==> src/design/iba_pkg.sv <==
// shared types and constants for the indexed block allocator
// no dependencies; imported by iba_counters and indexed_block_allocator_top
`default_nettype none

package iba_pkg;

    localparam int NUM_BLOCKS_DEF = 64;
    localparam int MAX_FILES_DEF  = 10;

    localparam int LENGTH_W = 6;
    localparam int STATUS_W = 2;

    localparam logic [STATUS_W-1:0] ST_OK       = 2'd0;
    localparam logic [STATUS_W-1:0] ST_NO_INDEX = 2'd1;
    localparam logic [STATUS_W-1:0] ST_NO_SPACE = 2'd2;
    localparam logic [STATUS_W-1:0] ST_DIR_FULL = 2'd3;

    // update commands from the allocation sequencer to the counters
    typedef struct packed {
        logic commit;  // a new file takes its directory slot
        logic claim;   // one block moves from free to used
    } iba_cnt_cmd_t;

endpackage

`default_nettype wire

==> src/design/iba_counters.sv <==
// free-block and file counters with the admission checks for a request
// depends on iba_pkg
`default_nettype none

module iba_counters #(
    parameter int NUM_BLOCKS = iba_pkg::NUM_BLOCKS_DEF,
    parameter int MAX_FILES  = iba_pkg::MAX_FILES_DEF,
    parameter int SLOT_W     = (MAX_FILES > 1) ? $clog2(MAX_FILES) : 1
) (
    input  wire logic                          clk,
    input  wire logic                          rst_n,
    input  wire iba_pkg::iba_cnt_cmd_t         cmd,
    input  wire logic [iba_pkg::LENGTH_W-1:0]  length,
    output logic      [iba_pkg::STATUS_W-1:0]  chk_status,
    output logic      [SLOT_W-1:0]             chk_slot
);
    import iba_pkg::*;

    localparam int FCNT_W = $clog2(NUM_BLOCKS + 1);
    localparam int FT_W   = $clog2(MAX_FILES + 1);
    localparam int NEED_W = LENGTH_W + 1;
    localparam int CMP_W  = (FCNT_W > NEED_W) ? FCNT_W : NEED_W;

    logic [FCNT_W-1:0] free_count_reg, free_count_next;
    logic [FT_W-1:0]   file_total_reg, file_total_next;
    logic [CMP_W-1:0]  free_ext;
    logic [CMP_W-1:0]  need_ext;

    always_comb
    begin
        free_ext = CMP_W'(free_count_reg);
        need_ext = CMP_W'(length) + CMP_W'(1);

        // first failing check wins
        if (free_count_reg == '0)
        begin
            chk_status = ST_NO_INDEX;
        end
        else if (free_ext < need_ext)
        begin
            chk_status = ST_NO_SPACE;
        end
        else if (file_total_reg >= FT_W'(MAX_FILES))
        begin
            chk_status = ST_DIR_FULL;
        end
        else
        begin
            chk_status = ST_OK;
        end

        chk_slot = SLOT_W'(file_total_reg);

        free_count_next = free_count_reg - FCNT_W'(cmd.claim);
        file_total_next = file_total_reg + FT_W'(cmd.commit);
    end

    always_ff @(posedge clk or negedge rst_n)
    begin
        if (!rst_n)
        begin
            free_count_reg <= FCNT_W'(NUM_BLOCKS);
            file_total_reg <= '0;
        end
        else
        begin
            free_count_reg <= free_count_next;
            file_total_reg <= file_total_next;
        end
    end

endmodule

`default_nettype wire

==> src/design/indexed_block_allocator_top.sv <==
// indexed block allocator: first-fit scan of a used-block bitmap held in memory
// results: a refused request gives its single result in the cycle after acceptance;
//   an accepted one gives its index block once a registered read finds it free
// scan: one bitmap entry per cycle through the memory's single read port unless a
//   free entry waits on rsp_stall; one request at a time
// reset: a clearing pass writes every bitmap entry to zero, req_stall high
// depends on iba_pkg and iba_counters
`default_nettype none

module indexed_block_allocator_top #(
    parameter int NUM_BLOCKS = iba_pkg::NUM_BLOCKS_DEF,
    parameter int MAX_FILES  = iba_pkg::MAX_FILES_DEF,
    parameter int BLK_W      = $clog2(NUM_BLOCKS),
    parameter int SLOT_W     = (MAX_FILES > 1) ? $clog2(MAX_FILES) : 1
) (
    input  wire logic                          clk,
    input  wire logic                          rst_n,
    input  wire logic                          req_valid,
    output logic                               req_stall,
    input  wire logic [iba_pkg::LENGTH_W-1:0]  length,
    output logic                               rsp_valid,
    input  wire logic                          rsp_stall,
    output logic      [iba_pkg::STATUS_W-1:0]  status,
    output logic      [BLK_W-1:0]              block_number,
    output logic                               is_index,
    output logic      [SLOT_W-1:0]             file_slot,
    output logic                               last
);
    import iba_pkg::*;

    localparam int REM_W = LENGTH_W + 1;

    localparam logic [1:0] S_CLEAR = 2'd0;
    localparam logic [1:0] S_IDLE  = 2'd1;
    localparam logic [1:0] S_SCAN  = 2'd2;

    logic [1:0]          state_reg, state_next;
    logic [BLK_W-1:0]    addr_reg, addr_next;
    logic [REM_W-1:0]    rem_reg, rem_next;
    logic                first_reg, first_next;
    logic [SLOT_W-1:0]   slot_reg, slot_next;

    logic                rsp_valid_reg, rsp_valid_next;
    logic [STATUS_W-1:0] status_reg, status_next;
    logic [BLK_W-1:0]    block_reg, block_next;
    logic                index_reg, index_next;
    logic [SLOT_W-1:0]   fslot_reg, fslot_next;
    logic                last_reg, last_next;

    logic                mem [NUM_BLOCKS];
    logic                mem_we;
    logic [BLK_W-1:0]    mem_waddr;
    logic                mem_wdata;
    logic                mem_re;
    logic [BLK_W-1:0]    mem_raddr;
    logic                rd_data_reg;

    iba_cnt_cmd_t        cnt_cmd;
    logic [STATUS_W-1:0] chk_status;
    logic [SLOT_W-1:0]   chk_slot;
    logic                can_emit;
    logic                req_fire;

    iba_counters #(
        .NUM_BLOCKS (NUM_BLOCKS),
        .MAX_FILES  (MAX_FILES),
        .SLOT_W     (SLOT_W)
    ) u_counters (
        .clk        (clk),
        .rst_n      (rst_n),
        .cmd        (cnt_cmd),
        .length     (length),
        .chk_status (chk_status),
        .chk_slot   (chk_slot)
    );

    always_comb
    begin
        can_emit  = !rsp_valid_reg || !rsp_stall;
        req_stall = !((state_reg == S_IDLE) && can_emit);
        req_fire  = req_valid && !req_stall;

        state_next     = state_reg;
        addr_next      = addr_reg;
        rem_next       = rem_reg;
        first_next     = first_reg;
        slot_next      = slot_reg;
        rsp_valid_next = rsp_valid_reg && rsp_stall;
        status_next    = status_reg;
        block_next     = block_reg;
        index_next     = index_reg;
        fslot_next     = fslot_reg;
        last_next      = last_reg;

        mem_we         = 1'b0;
        mem_waddr      = addr_reg;
        mem_wdata      = 1'b0;
        mem_re         = 1'b0;
        mem_raddr      = addr_reg + BLK_W'(1);
        cnt_cmd        = '0;

        unique case (state_reg)
            S_CLEAR:
            begin
                mem_we = 1'b1;
                if (addr_reg == BLK_W'(NUM_BLOCKS - 1))
                begin
                    addr_next  = '0;
                    state_next = S_IDLE;
                end
                else
                begin
                    addr_next = addr_reg + BLK_W'(1);
                end
            end

            S_IDLE:
            begin
                if (req_fire)
                begin
                    if (chk_status != ST_OK)
                    begin
                        rsp_valid_next = 1'b1;
                        status_next    = chk_status;
                        block_next     = '0;
                        index_next     = 1'b0;
                        fslot_next     = '0;
                        last_next      = 1'b1;
                    end
                    else
                    begin
                        cnt_cmd.commit = 1'b1;
                        slot_next      = chk_slot;
                        rem_next       = REM_W'(length) + REM_W'(1);
                        first_next     = 1'b1;
                        addr_next      = '0;
                        mem_re         = 1'b1;
                        mem_raddr      = '0;
                        state_next     = S_SCAN;
                    end
                end
            end

            S_SCAN:
            begin
                if (rd_data_reg)
                begin
                    // used entry, skip it
                    addr_next = addr_reg + BLK_W'(1);
                    mem_re    = 1'b1;
                end
                else if (can_emit)
                begin
                    mem_we         = 1'b1;
                    mem_wdata      = 1'b1;
                    cnt_cmd.claim  = 1'b1;
                    rsp_valid_next = 1'b1;
                    status_next    = ST_OK;
                    block_next     = addr_reg;
                    index_next     = first_reg;
                    fslot_next     = slot_reg;
                    last_next      = (rem_reg == REM_W'(1));
                    first_next     = 1'b0;
                    rem_next       = rem_reg - REM_W'(1);
                    if (rem_reg == REM_W'(1))
                    begin
                        state_next = S_IDLE;
                    end
                    else
                    begin
                        addr_next = addr_reg + BLK_W'(1);
                        mem_re    = 1'b1;
                    end
                end
            end

            default:
            begin
                state_next = S_IDLE;
            end
        endcase
    end

    // bitmap memory, one write and one registered read per cycle
    always_ff @(posedge clk)
    begin
        if (mem_we)
        begin
            mem[mem_waddr] <= mem_wdata;
        end
        if (mem_re)
        begin
            rd_data_reg <= mem[mem_raddr];
        end
    end

    always_ff @(posedge clk or negedge rst_n)
    begin
        if (!rst_n)
        begin
            state_reg     <= S_CLEAR;
            addr_reg      <= '0;
            rsp_valid_reg <= 1'b0;
        end
        else
        begin
            state_reg     <= state_next;
            addr_reg      <= addr_next;
            rsp_valid_reg <= rsp_valid_next;
        end
    end

    always_ff @(posedge clk)
    begin
        rem_reg    <= rem_next;
        first_reg  <= first_next;
        slot_reg   <= slot_next;
        status_reg <= status_next;
        block_reg  <= block_next;
        index_reg  <= index_next;
        fslot_reg  <= fslot_next;
        last_reg   <= last_next;
    end

    assign rsp_valid    = rsp_valid_reg;
    assign status       = status_reg;
    assign block_number = block_reg;
    assign is_index     = index_reg;
    assign file_slot    = fslot_reg;
    assign last         = last_reg;

`ifndef NO_ASSERTIONS
    // a refused request is a single closing transaction with no block
    a_fail_single: assert property (@(posedge clk) disable iff (!rst_n)
        (rsp_valid && (status != ST_OK)) |-> (last && (block_number == '0) && !is_index))
        else $error("refused request result malformed");

    // a block is only claimed when the bitmap shows it free
    a_claim_free: assert property (@(posedge clk) disable iff (!rst_n)
        (mem_we && mem_wdata) |-> ((state_reg == S_SCAN) && !rd_data_reg))
        else $error("claimed a block that is already used");

    // the scan never runs with nothing left to claim
    a_scan_rem: assert property (@(posedge clk) disable iff (!rst_n)
        (state_reg == S_SCAN) |-> (rem_reg != '0))
        else $error("scan active with zero blocks remaining");
`endif

endmodule

`default_nettype wire
==> config.mk <==
export PLATFORM = sky130hd
export DESIGN_NAME = indexed_block_allocator_top
export DESIGN_NICKNAME = d
export VERILOG_FILES = /design/src/design/iba_pkg.sv /design/src/design/iba_counters.sv /design/src/design/indexed_block_allocator_top.sv
export SDC_FILE = /design/constraint.sdc
export NUM_CORES = 1
export LEC_CHECK = 0
export ABC_AREA = 1
export BUFFER_PORTS_ARGS = -buffer_cell sky130_fd_sc_hd__buf_2
export CORE_ASPECT_RATIO = 0.8
export CORE_UTILIZATION = 55
export CTS_CLUSTER_DIAMETER = 150
export CTS_CLUSTER_SIZE = 28
export DETAILED_ROUTE_END_ITERATION = 6
export PLACE_DENSITY = 0.73
export SLEW_MARGIN = 20
export SYNTH_ARGS = -nofsm -noshare
export SYNTH_HDL_FRONTEND = slang
export SYNTH_SLANG_ARGS = --single-unit
==> constraint.sdc <==
create_clock -name clk -period 7.2 [get_ports clk]
set_input_delay 0.72 -clock clk [delete_from_list [all_inputs] [get_ports clk]]
set_output_delay 0.72 -clock clk [all_outputs]
set_load 0.005 [all_outputs]
==> flow_summary.json, run 1 <==
{
  "antenna_found_initial": 0,
  "via_count": 4257,
  "cts_tree": "yes",
  "fin_crit_ps": 3600,
  "reg2regPathDepth": 9,
  "critPathBufInv": 4,
  "grt_pass1_wl_mm": 20.8,
  "ys_seq_area_share_pct": 53.8,
  "worst_pin_slew_ps": 1130,
  "post_drt_wl_per_cell_um": 15.3,
  "leakagePower_nw": 3.16,
  "cts-root-buf": "clkbuf_16",
  "ys_seq_elements": 111,
  "largest_reg_flops": 64,
  "synth.avg_cell_area_um2": 9.32,
  "synth_common_cells": "inv_1 (131), nand2_1 (127), edfxtp_1 (91)",
  "initial_core_util_pct": 57.6,
  "worstPathMaxFanout": 66,
  "maxSlewViolCount": 0,
  "synthDistinctLibCells": 46,
  "setup_viol": 0,
  "row_count": 33,
  "peakVddDrop_mv": 0.150,
  "gr-usage-met1_pct": 34.2,
  "grt_pass1_vias": 4180,
  "fmax_ghz": 0.278,
  "synth_ff_type": "edfxtp_1",
  "area_growth_pct": 7.58,
  "yosysTopAreaCell": "edfxtp_1",
  "crit_path_start_kind": "flip-flop",
  "grtUsageTotal_pct": 24.1,
  "dieHeight_um": 95.5,
  "status": "finished, final reports clean",
  "rr_endpoint": "mem[15]",
  "gp_congestion": 0.836,
  "hold_class": "input port to async pin",
  "die_w_um": 119,
  "gr-max-usage-layer": "met2",
  "drt_wl_total_mm": 12.4,
  "maxCapViolations": 0,
  "skew_ps": 6.63,
  "fin_nets": 692,
  "place_area_um2": 6190,
  "max-slew-margin-rel_pct": 24.1,
  "drive_above_1_share_pct": 14.0,
  "htreeDepth": 3,
  "use_met2_pct": 38.3,
  "final.fill_count": 890,
  "cp.arrival_ps": 3670,
  "reg2reg_slack_ps": 3600,
  "rsz0062_at_grt": "false",
  "critPathRequiredTime_ps": 7270,
  "clk_latency_ps": 350,
  "grt_overflow": 0,
  "timing.critical_path.slowest_stage_cell": "ha_1",
  "antenna_cells": 0,
  "met3_usage_pct": 5.08,
  "synthArstFlopShare_pct": 18.0,
  "cts_hold_buf": 0,
  "clock_sinks": 111,
  "synth_cells": 645,
  "fin_tns_setup_ps": 0,
  "via_per_inst": 5.26,
  "reg2reg_from": "state_reg[0]",
  "crit_top_cell": "inv_1",
  "coreArea_um2": 10400,
  "seqCellArea_um2": 3230,
  "path_cells": "inv_1 > ha_1 > inv_2 > nor3_2 > buf_4 > nor2_2 > nor2_1 > nand2_1 > inv_1",
  "syn-num-nets": 672,
  "post-cts-setup-buffers": 0,
  "drc_errors": 0,
  "dp_hpwl_mm": 8.63,
  "synthesis.area_um2": 6010,
  "drt_iter0_drc": 423,
  "numCtsBuffers": 9,
  "synth_area_leaders": "edfxtp_1 (45%), inv_1 (8.2%), nand2_1 (7.9%)",
  "dieArea_um2": 11400,
  "ioPinCount": 26,
  "synth-edff-count": 91,
  "final_area_um2": 6470,
  "endpoint_kind": "flip-flop",
  "path_depth": 9,
  "crit_family": "simple AND/OR/NAND/NOR gates",
  "cts_max_path_buffers": 2,
  "critPathMaxStageDelay_ps": 800,
  "synth.most_common_cell": "inv_1",
  "cts_resized": 0,
  "synth_top_area_share_pct": 45.5,
  "numPortBuffers": 25,
  "grt_max_degree": 67,
  "powerDensity_nw_per_um2": 370,
  "hold_violations": 0,
  "critPathKind": "flip-flop to flip-flop",
  "firstDrtPassIters": 5,
  "cts.clk_slew.worst_paths_ps": 70,
  "ys.warnings.count": 0,
  "multi_input_area_um2": 2090,
  "drtAntennaViolNets": 0,
  "timing.final.crit_share_pct": 50.0
}
-- area by class of cell --
type	instances	area share (%)
Tap cell	140	2.71
Timing Repair Buffer	27	2.17
Inverter	146	8.47
Clock buffer	9	3.48
Multi-Input combinational cell	370	32.4
Sequential cell	111	50.0
Clock inverter	7	0.774
-- per-stage QoR --
step                      utilization, %  setup WS, ps  hold WS, ps  power, mW  std cells
after floorplan                        -          2440          424       1.72        645
after global placement              59.2          3470          444       1.89        794
after detailed placement            59.3          3310          459       1.93        794
after CTS                           61.9          3530          341       2.39        810
after global routing                61.9          3110          352       2.55        810
final                               61.9          3600          326       2.40        810
-- metal layers --
layer  routed length (µm)  up-vias
li1                     -     2109
met4                  128        0
met5                    0        -
met1                 6020     2025
met2                 5580      112
met3                  623       11
-- power by group --
part           internal [mW]  switching, mW
clock network          0.235          0.232
registers              0.876         0.0912
logic                  0.305          0.656
total                   1.42          0.979
-- logic make-up after synthesis --
kind of cell,after synthesis,share of synthesized area [%]
compound gates,43,4.47
xor+xnor,16,2.33
fa+ha+maj,17,3.54
buf+inv,164,11.5
flops,111,53.8
mux,1,0.166
simple gates,293,24.2
-- how the worst max path moves through the flow --
stage                             from     endpoint
after detailed placement     length[0]  rd_data_reg
after global routing      state_reg[0]      mem[23]
after floorplan              rsp_stall      mem[15]
after CTS                 state_reg[0]      mem[15]
after global placement       length[0]  rd_data_reg
final                     state_reg[0]      mem[15]
-- cells in the final DEF (no fill, tap or decap), types with 5 or more instances in the layout --
| master | count |
|---|---|
| edfxtp_1 | 91 |
| or2_2 | 8 |
| o21ai_0 | 20 |
| nand3_1 | 65 |
| nand3_2 | 5 |
| a21oi_1 | 7 |
| inv_1 | 131 |
| nor3_1 | 10 |
| buf_2 | 25 |
| clkbuf_16 | 9 |
| nor2_1 | 38 |
| nand3b_1 | 17 |
| inv_2 | 14 |
| xnor2_1 | 5 |
| nand2_1 | 127 |
| xor2_1 | 11 |
| nand2_2 | 6 |
| dfrtp_1 | 19 |
| ha_1 | 17 |
-- worst register-to-register path, delay by kind of cell, from the launching register on --
kind	cells	cell delay, ps
buffers and inverters	4	930
adders and majority gates	1	800
and+or+nand+nor	4	1180
DFF	1	410
Power figures use the tool's default switching activity.
==> inputs of run 2 (changes only) <==
==> constraint.sdc (replaced) <==
create_clock -name clk -period 3.5 [get_ports clk]
set_input_delay 0.35 -clock clk [delete_from_list [all_inputs] [get_ports clk]]
set_output_delay 0.35 -clock clk [all_outputs]
set_load 0.005 [all_outputs]
==> flow_summary.json, run 2 (same netlist as run 1, synthesis figures left out) <==
{
  "drt_iter0_drc": 432,
  "grt_pass1_vias": 4121,
  "fin_crit_ps": 2850,
  "total_power_mw": 5.10,
  "final_common_cell": "inv_1",
  "firstDrtPassIters": 6,
  "cts.clk_slew.worst_paths_ps": 70,
  "critPathKind": "input port to flip-flop",
  "via_count": 4314,
  "path_cells": "buf_2 > ha_1 > nand3_1 > nand3b_1 > ha_1 > nand2_2 > nor2_2 > nand2_1 > nand2_2 > nand4_4 > buf_4 > inv_2 > nor2_1 > inv_1 > nand2_1 > inv_2 > o311ai_2 > a21oi_1",
  "dieHeight_um": 95.5,
  "crit_family": "simple AND/OR/NAND/NOR gates",
  "fin_tns_setup_ps": 0,
  "leakagePower_nw": 3.20,
  "drc_errors": 0,
  "crit_path_start_kind": "input port",
  "ioPinCount": 26,
  "timing.critical_path.slowest_stage_cell": "ha_1",
  "drt_wl_total_mm": 12.5,
  "p_int_mw": 3.07,
  "peakVddDrop_mv": 0.330,
  "timing.final.crit_share_pct": 81.4,
  "area_growth_pct": 8.93,
  "skew_ps": 9.25,
  "maxSlewViolCount": 0,
  "comb_power_share_pct": 39.5,
  "hold_violations": 0,
  "critPathRequiredTime_ps": 3770,
  "fin_util_pct": 62.7,
  "maxCapViolations": 0,
  "place_area_um2": 6220,
  "p_switching_mw": 2.02,
  "switching_share_pct": 39.7,
  "grt_max_degree": 66,
  "setup_viol": 0,
  "drive_above_1_share_pct": 14.4,
  "coreArea_um2": 10400,
  "grt_pass1_wl_mm": 20.8,
  "post_drt_wl_per_cell_um": 15.3,
  "max-slew-margin-rel_pct": 36.1,
  "powerDensity_nw_per_um2": 778,
  "critPathBufInv": 5,
  "largest_reg_flops": 64,
  "post-cts-setup-buffers": 0,
  "worst_pin_slew_ps": 951,
  "clock_sinks": 111,
  "grt_overflow": 0,
  "dp_slack_ps": 317,
  "gp_congestion": 0.873,
  "drtAntennaViolNets": 0,
  "clk_latency_ps": 350,
  "endpoint_kind": "flip-flop",
  "grtUsageTotal_pct": 24.0,
  "power.share.clock_pct": 21.5,
  "dp_hpwl_mm": 8.56,
  "hold_class": "input port to flip-flop",
  "cts_hold_buf": 1,
  "die_w_um": 119,
  "cts_resized": 0,
  "worstPathMaxFanout": 20,
  "antenna_found_initial": 0,
  "cts_tree": "yes",
  "cts-root-buf": "clkbuf_16",
  "critPathMaxStageDelay_ps": 330,
  "numCtsBuffers": 9,
  "numPortBuffers": 25,
  "dieArea_um2": 11400,
  "final_area_um2": 6550,
  "antenna_cells": 0,
  "initial_core_util_pct": 57.6,
  "htreeDepth": 3,
  "fin_ws_ps": 653,
  "final.fill_count": 871,
  "via_per_inst": 5.30,
  "row_count": 33,
  "layout_common_cells": "inv_1 (131), nand2_1 (127), edfxtp_1 (91)",
  "fin_nets": 696,
  "cts_max_path_buffers": 2,
  "status": "finished, final reports clean",
  "rsz0062_at_grt": "false",
  "cp.arrival_ps": 3120,
  "seq_power_share_pct": 39.0,
  "fmax_ghz": 0.351
}
==> run 2: cell count changes in the layout (fill, tap and decap cells not counted), sizes merged <==
cell and delta:
clkinv -2, buf +3, bufinv +2, dlygate4sd3 +1
==> run 2: worst register-to-register path: stages, from the launching register on <==
cell and delay, ps:
dfstp_2 560, ha_1 260, nand2_2 100, inv_1 60
a21oi_2 150, nand2_2 110, nand4_4 220, buf_4 310
inv_2 120, nor2_1 140, inv_1 70, nand2_1 90
inv_2 90, o311ai_2 140, a21oi_1 130
==> run 2: area by class of cell <==
class                           instances  area, µm²  area share [%]
Clock buffer                            9        225            3.44
Clock inverter                          7       97.6            1.49
Inverter                              146        548            8.37
Multi-Input combinational cell        370       2100            32.0
Sequential cell                       111       3230            49.4
Tap cell                              140        175            2.67
Timing Repair Buffer                   31        173            2.64
==> run 2: worst paths after layout <==
check                                             start                           end  slack, ps  depth (start not counted)
min in group asynchronous                         rst_n                   addr_reg[5]        500                          2
setup reg to reg           u_counters.free_count_reg[6]                   addr_reg[0]        820                         14
hold / removal                                length[0]                    rem_reg[0]        350                          2
max in group asynchronous                         rst_n  u_counters.free_count_reg[6]       2640                          2
setup / recovery                              length[0]                   addr_reg[0]        650                         18
hold reg to reg                  u_counters.chk_slot[0]                   slot_reg[0]        470                          0
==> run 2: layer usage <==
layer	track usage, %	vias to the layer above	wire, µm
met5	0	-	0
met2	38.1	131	5660
li1	-	2116	-
met1	32.8	2039	5760
met4	9.28	0	269
met3	4.96	28	767
==> run 2: power by group through the flow <==
| stage | clock, mW | sequential (mW) | combinational (mW) |
|---|---|---|---|
| floorplan | 0 | 1.96 | 1.57 |
| global placement | 0 | 2.00 | 1.93 |
| detailed placement | 0 | 2.01 | 1.99 |
| CTS | 1.12 | 1.99 | 2.00 |
| global route | 1.16 | 2.02 | 2.25 |
| finish | 1.10 | 1.99 | 2.02 |
==> run 2: through the flow <==
step / std cells / hold WS (ps)
after floorplan: 645 / 54.4
after global placement: 797 / 334
after detailed placement: 797 / 342
after CTS: 814 / 340
after global routing: 814 / 359
final: 814 / 350
==> inputs of run 3 (changes only) <==
--- a/config.mk
+++ b/config.mk
@@ -12,7 +12,7 @@
 export CTS_CLUSTER_DIAMETER = 150
 export CTS_CLUSTER_SIZE = 28
 export DETAILED_ROUTE_END_ITERATION = 6
-export PLACE_DENSITY = 0.73
+export PLACE_DENSITY = 0.76
 export SLEW_MARGIN = 20
 export SYNTH_ARGS = -nofsm -noshare
 export SYNTH_HDL_FRONTEND = slang
==> constraint.sdc (replaced) <==
create_clock -name clk -period 2.4 [get_ports clk]
set_input_delay 0.24 -clock clk [delete_from_list [all_inputs] [get_ports clk]]
set_output_delay 0.24 -clock clk [all_outputs]
set_load 0.005 [all_outputs]
==> flow_summary.json, run 3 (same netlist as run 1, synthesis figures left out) <==
{
  "status": "finished with violations",
  "violations": "setup timing",
  "critPathRequiredTime_ps": 2520,
  "grt_pass1_vias": 4190,
  "crit_path_start_kind": "flip-flop",
  "skew_ps": 17.9,
  "clock_sinks": 111,
  "endpoint_kind": "flip-flop",
  "drtAntennaViolNets": 0,
  "maxCapViolations": 0,
  "dieHeight_um": 95.5,
  "timing.final.crit_share_pct": 102,
  "multi_input_area_um2": 2340,
  "grt_pass1_wl_mm": 20.9,
  "fin_crit_ps": 2450,
  "reg2reg_slack_ps": -50,
  "cts-root-buf": "clkbuf_16",
  "drt_iter0_drc": 607,
  "cp.arrival_ps": 2570,
  "htreeDepth": 3,
  "grt_max_degree": 47,
  "drt_wl_total_mm": 14.4,
  "row_count": 33,
  "dp_hpwl_mm": 9.35,
  "via_per_inst": 5.54,
  "worstPathMaxFanout": 7,
  "critPathKind": "flip-flop to flip-flop",
  "gp_congestion": 0.927,
  "ioPinCount": 26,
  "hold_class": "input port to flip-flop",
  "numCtsBuffers": 9,
  "maxSlewViolCount": 0,
  "die_w_um": 119,
  "cts.clk_slew.worst_paths_ps": 90,
  "cts_tree": "yes",
  "post_drt_wl_per_cell_um": 16.6,
  "clk_latency_ps": 360,
  "dp_slack_ps": -320,
  "area_growth_pct": 21.0,
  "reg2regPathDepth": 17,
  "peakVddDrop_mv": 0.533,
  "fin_tns_setup_ps": -52.5,
  "worst_pin_slew_ps": 638,
  "whs_endpoint": "rsp_valid",
  "final_area_um2": 7270,
  "min_path_cells": 3,
  "place_area_um2": 6540,
  "setup_viol": 1,
  "fin_nets": 752,
  "rsz0062_at_grt": "true",
  "drive_above_1_share_pct": 24.8,
  "rr_endpoint": "rd_data_reg",
  "via_count": 4819,
  "hp-start": "rsp_stall",
  "grt_overflow": 0,
  "layout_common_cells": "inv_1 (127), nand2_1 (126), edfxtp_1 (91)",
  "numPortBuffers": 25,
  "antenna_cells": 0,
  "fmax_ghz": 0.408,
  "dieArea_um2": 11400,
  "largest_reg_flops": 64,
  "fin_ws_ps": -52.5,
  "reg2reg_from": "u_counters.free_count_reg[2]",
  "drc_errors": 0,
  "final_common_cell": "inv_1",
  "seqCellArea_um2": 3240,
  "hold_violations": 0,
  "powerDensity_nw_per_um2": 1170,
  "leakagePower_nw": 3.54,
  "final.fill_count": 705,
  "coreArea_um2": 10400,
  "max-slew-margin-rel_pct": 57.3,
  "cts_max_path_buffers": 2,
  "grtUsageTotal_pct": 24.5,
  "firstDrtPassIters": 5,
  "total_power_mw": 8.48,
  "initial_core_util_pct": 57.6,
  "antenna_found_initial": 0
}
run 3: cell types whose count changed in the layout (fill, tap and decap cells not counted), sizes merged:
cell | previous run | this run
buf | 30 | 84
bufinv | 2 | 0
clkinvlp | 2 | 1
inv | 145 | 148
nand2 | 135 | 137
run 3: metrics by stage:
| stage | hold slack (ps) | std cells | util (%) |
|---|---|---|---|
| floorplan | -55.6 | 645 | - |
| global placement | 207 | 836 | 62.6 |
| detailed placement | 214 | 836 | 62.6 |
| CTS | 330 | 853 | 65.6 |
| global route | 389 | 870 | 69.6 |
| finish | 352 | 870 | 69.6 |
run 3: worst max-delay path by stage:
stage,start,to,depth (start not counted)
2_1_floorplan,state_reg[0],mem[13],8
3_3_place_gp,length[0],rd_data_reg,18
3_5_place_dp,length[0],rd_data_reg,18
4_1_cts,u_counters.free_count_reg[6],rd_data_reg,14
5_1_grt,length[1],rd_data_reg,20
6_report,u_counters.free_count_reg[2],rd_data_reg,17
run 3: power breakdown:
| group | leakage (nW) | switching, mW | internal [mW] |
|---|---|---|---|
| clock | 0.150 | 0.767 | 0.747 |
| sequential | 1.10 | 0.231 | 2.62 |
| combinational | 2.29 | 2.51 | 1.61 |
| total | 3.54 | 3.50 | 4.98 |
run 3: what timing repair did:
action                     CTS  global route
setup endpoints to repair    0             5
hold buffers                 1             0
hold endpoints to repair    19             0
gates resized for setup      0            53
setup buffers                0            15
run 3: final cells by class:
| class | instances | area share, % |
|---|---|---|
| inverter | 146 | 7.66 |
| clock inverter | 7 | 1.15 |
| tap | 140 | 2.41 |
| timing repair buffer | 85 | 9.05 |
| multi-input combinational | 372 | 32.2 |
| sequential | 111 | 44.5 |
| clock buffer | 9 | 3.10 |
run 3: worst max-delay path: stages, from the launching register on:
cell and delay, ps:
dfrtp_1 430, ha_4 290, nand2_1 60, inv_2 40, nand2_1 40, nand2_1 80
nand2_1 90, nand2_2 110, nand4_4 100, buf_12 180, nand2_8 90, clkinvlp_4 160
nand3_1 130, nand3_1 110, nand3_1 100, nand3_1 90, nand3_2 80, nand2_1 40
run 3: metal layers:
layer | global-route usage [%] | routed length [µm]
met5 | 0 | 0
met4 | 7.70 | 388
met3 | 6.28 | 1580
met2 | 38.3 | 6550
met1 | 33.6 | 5910
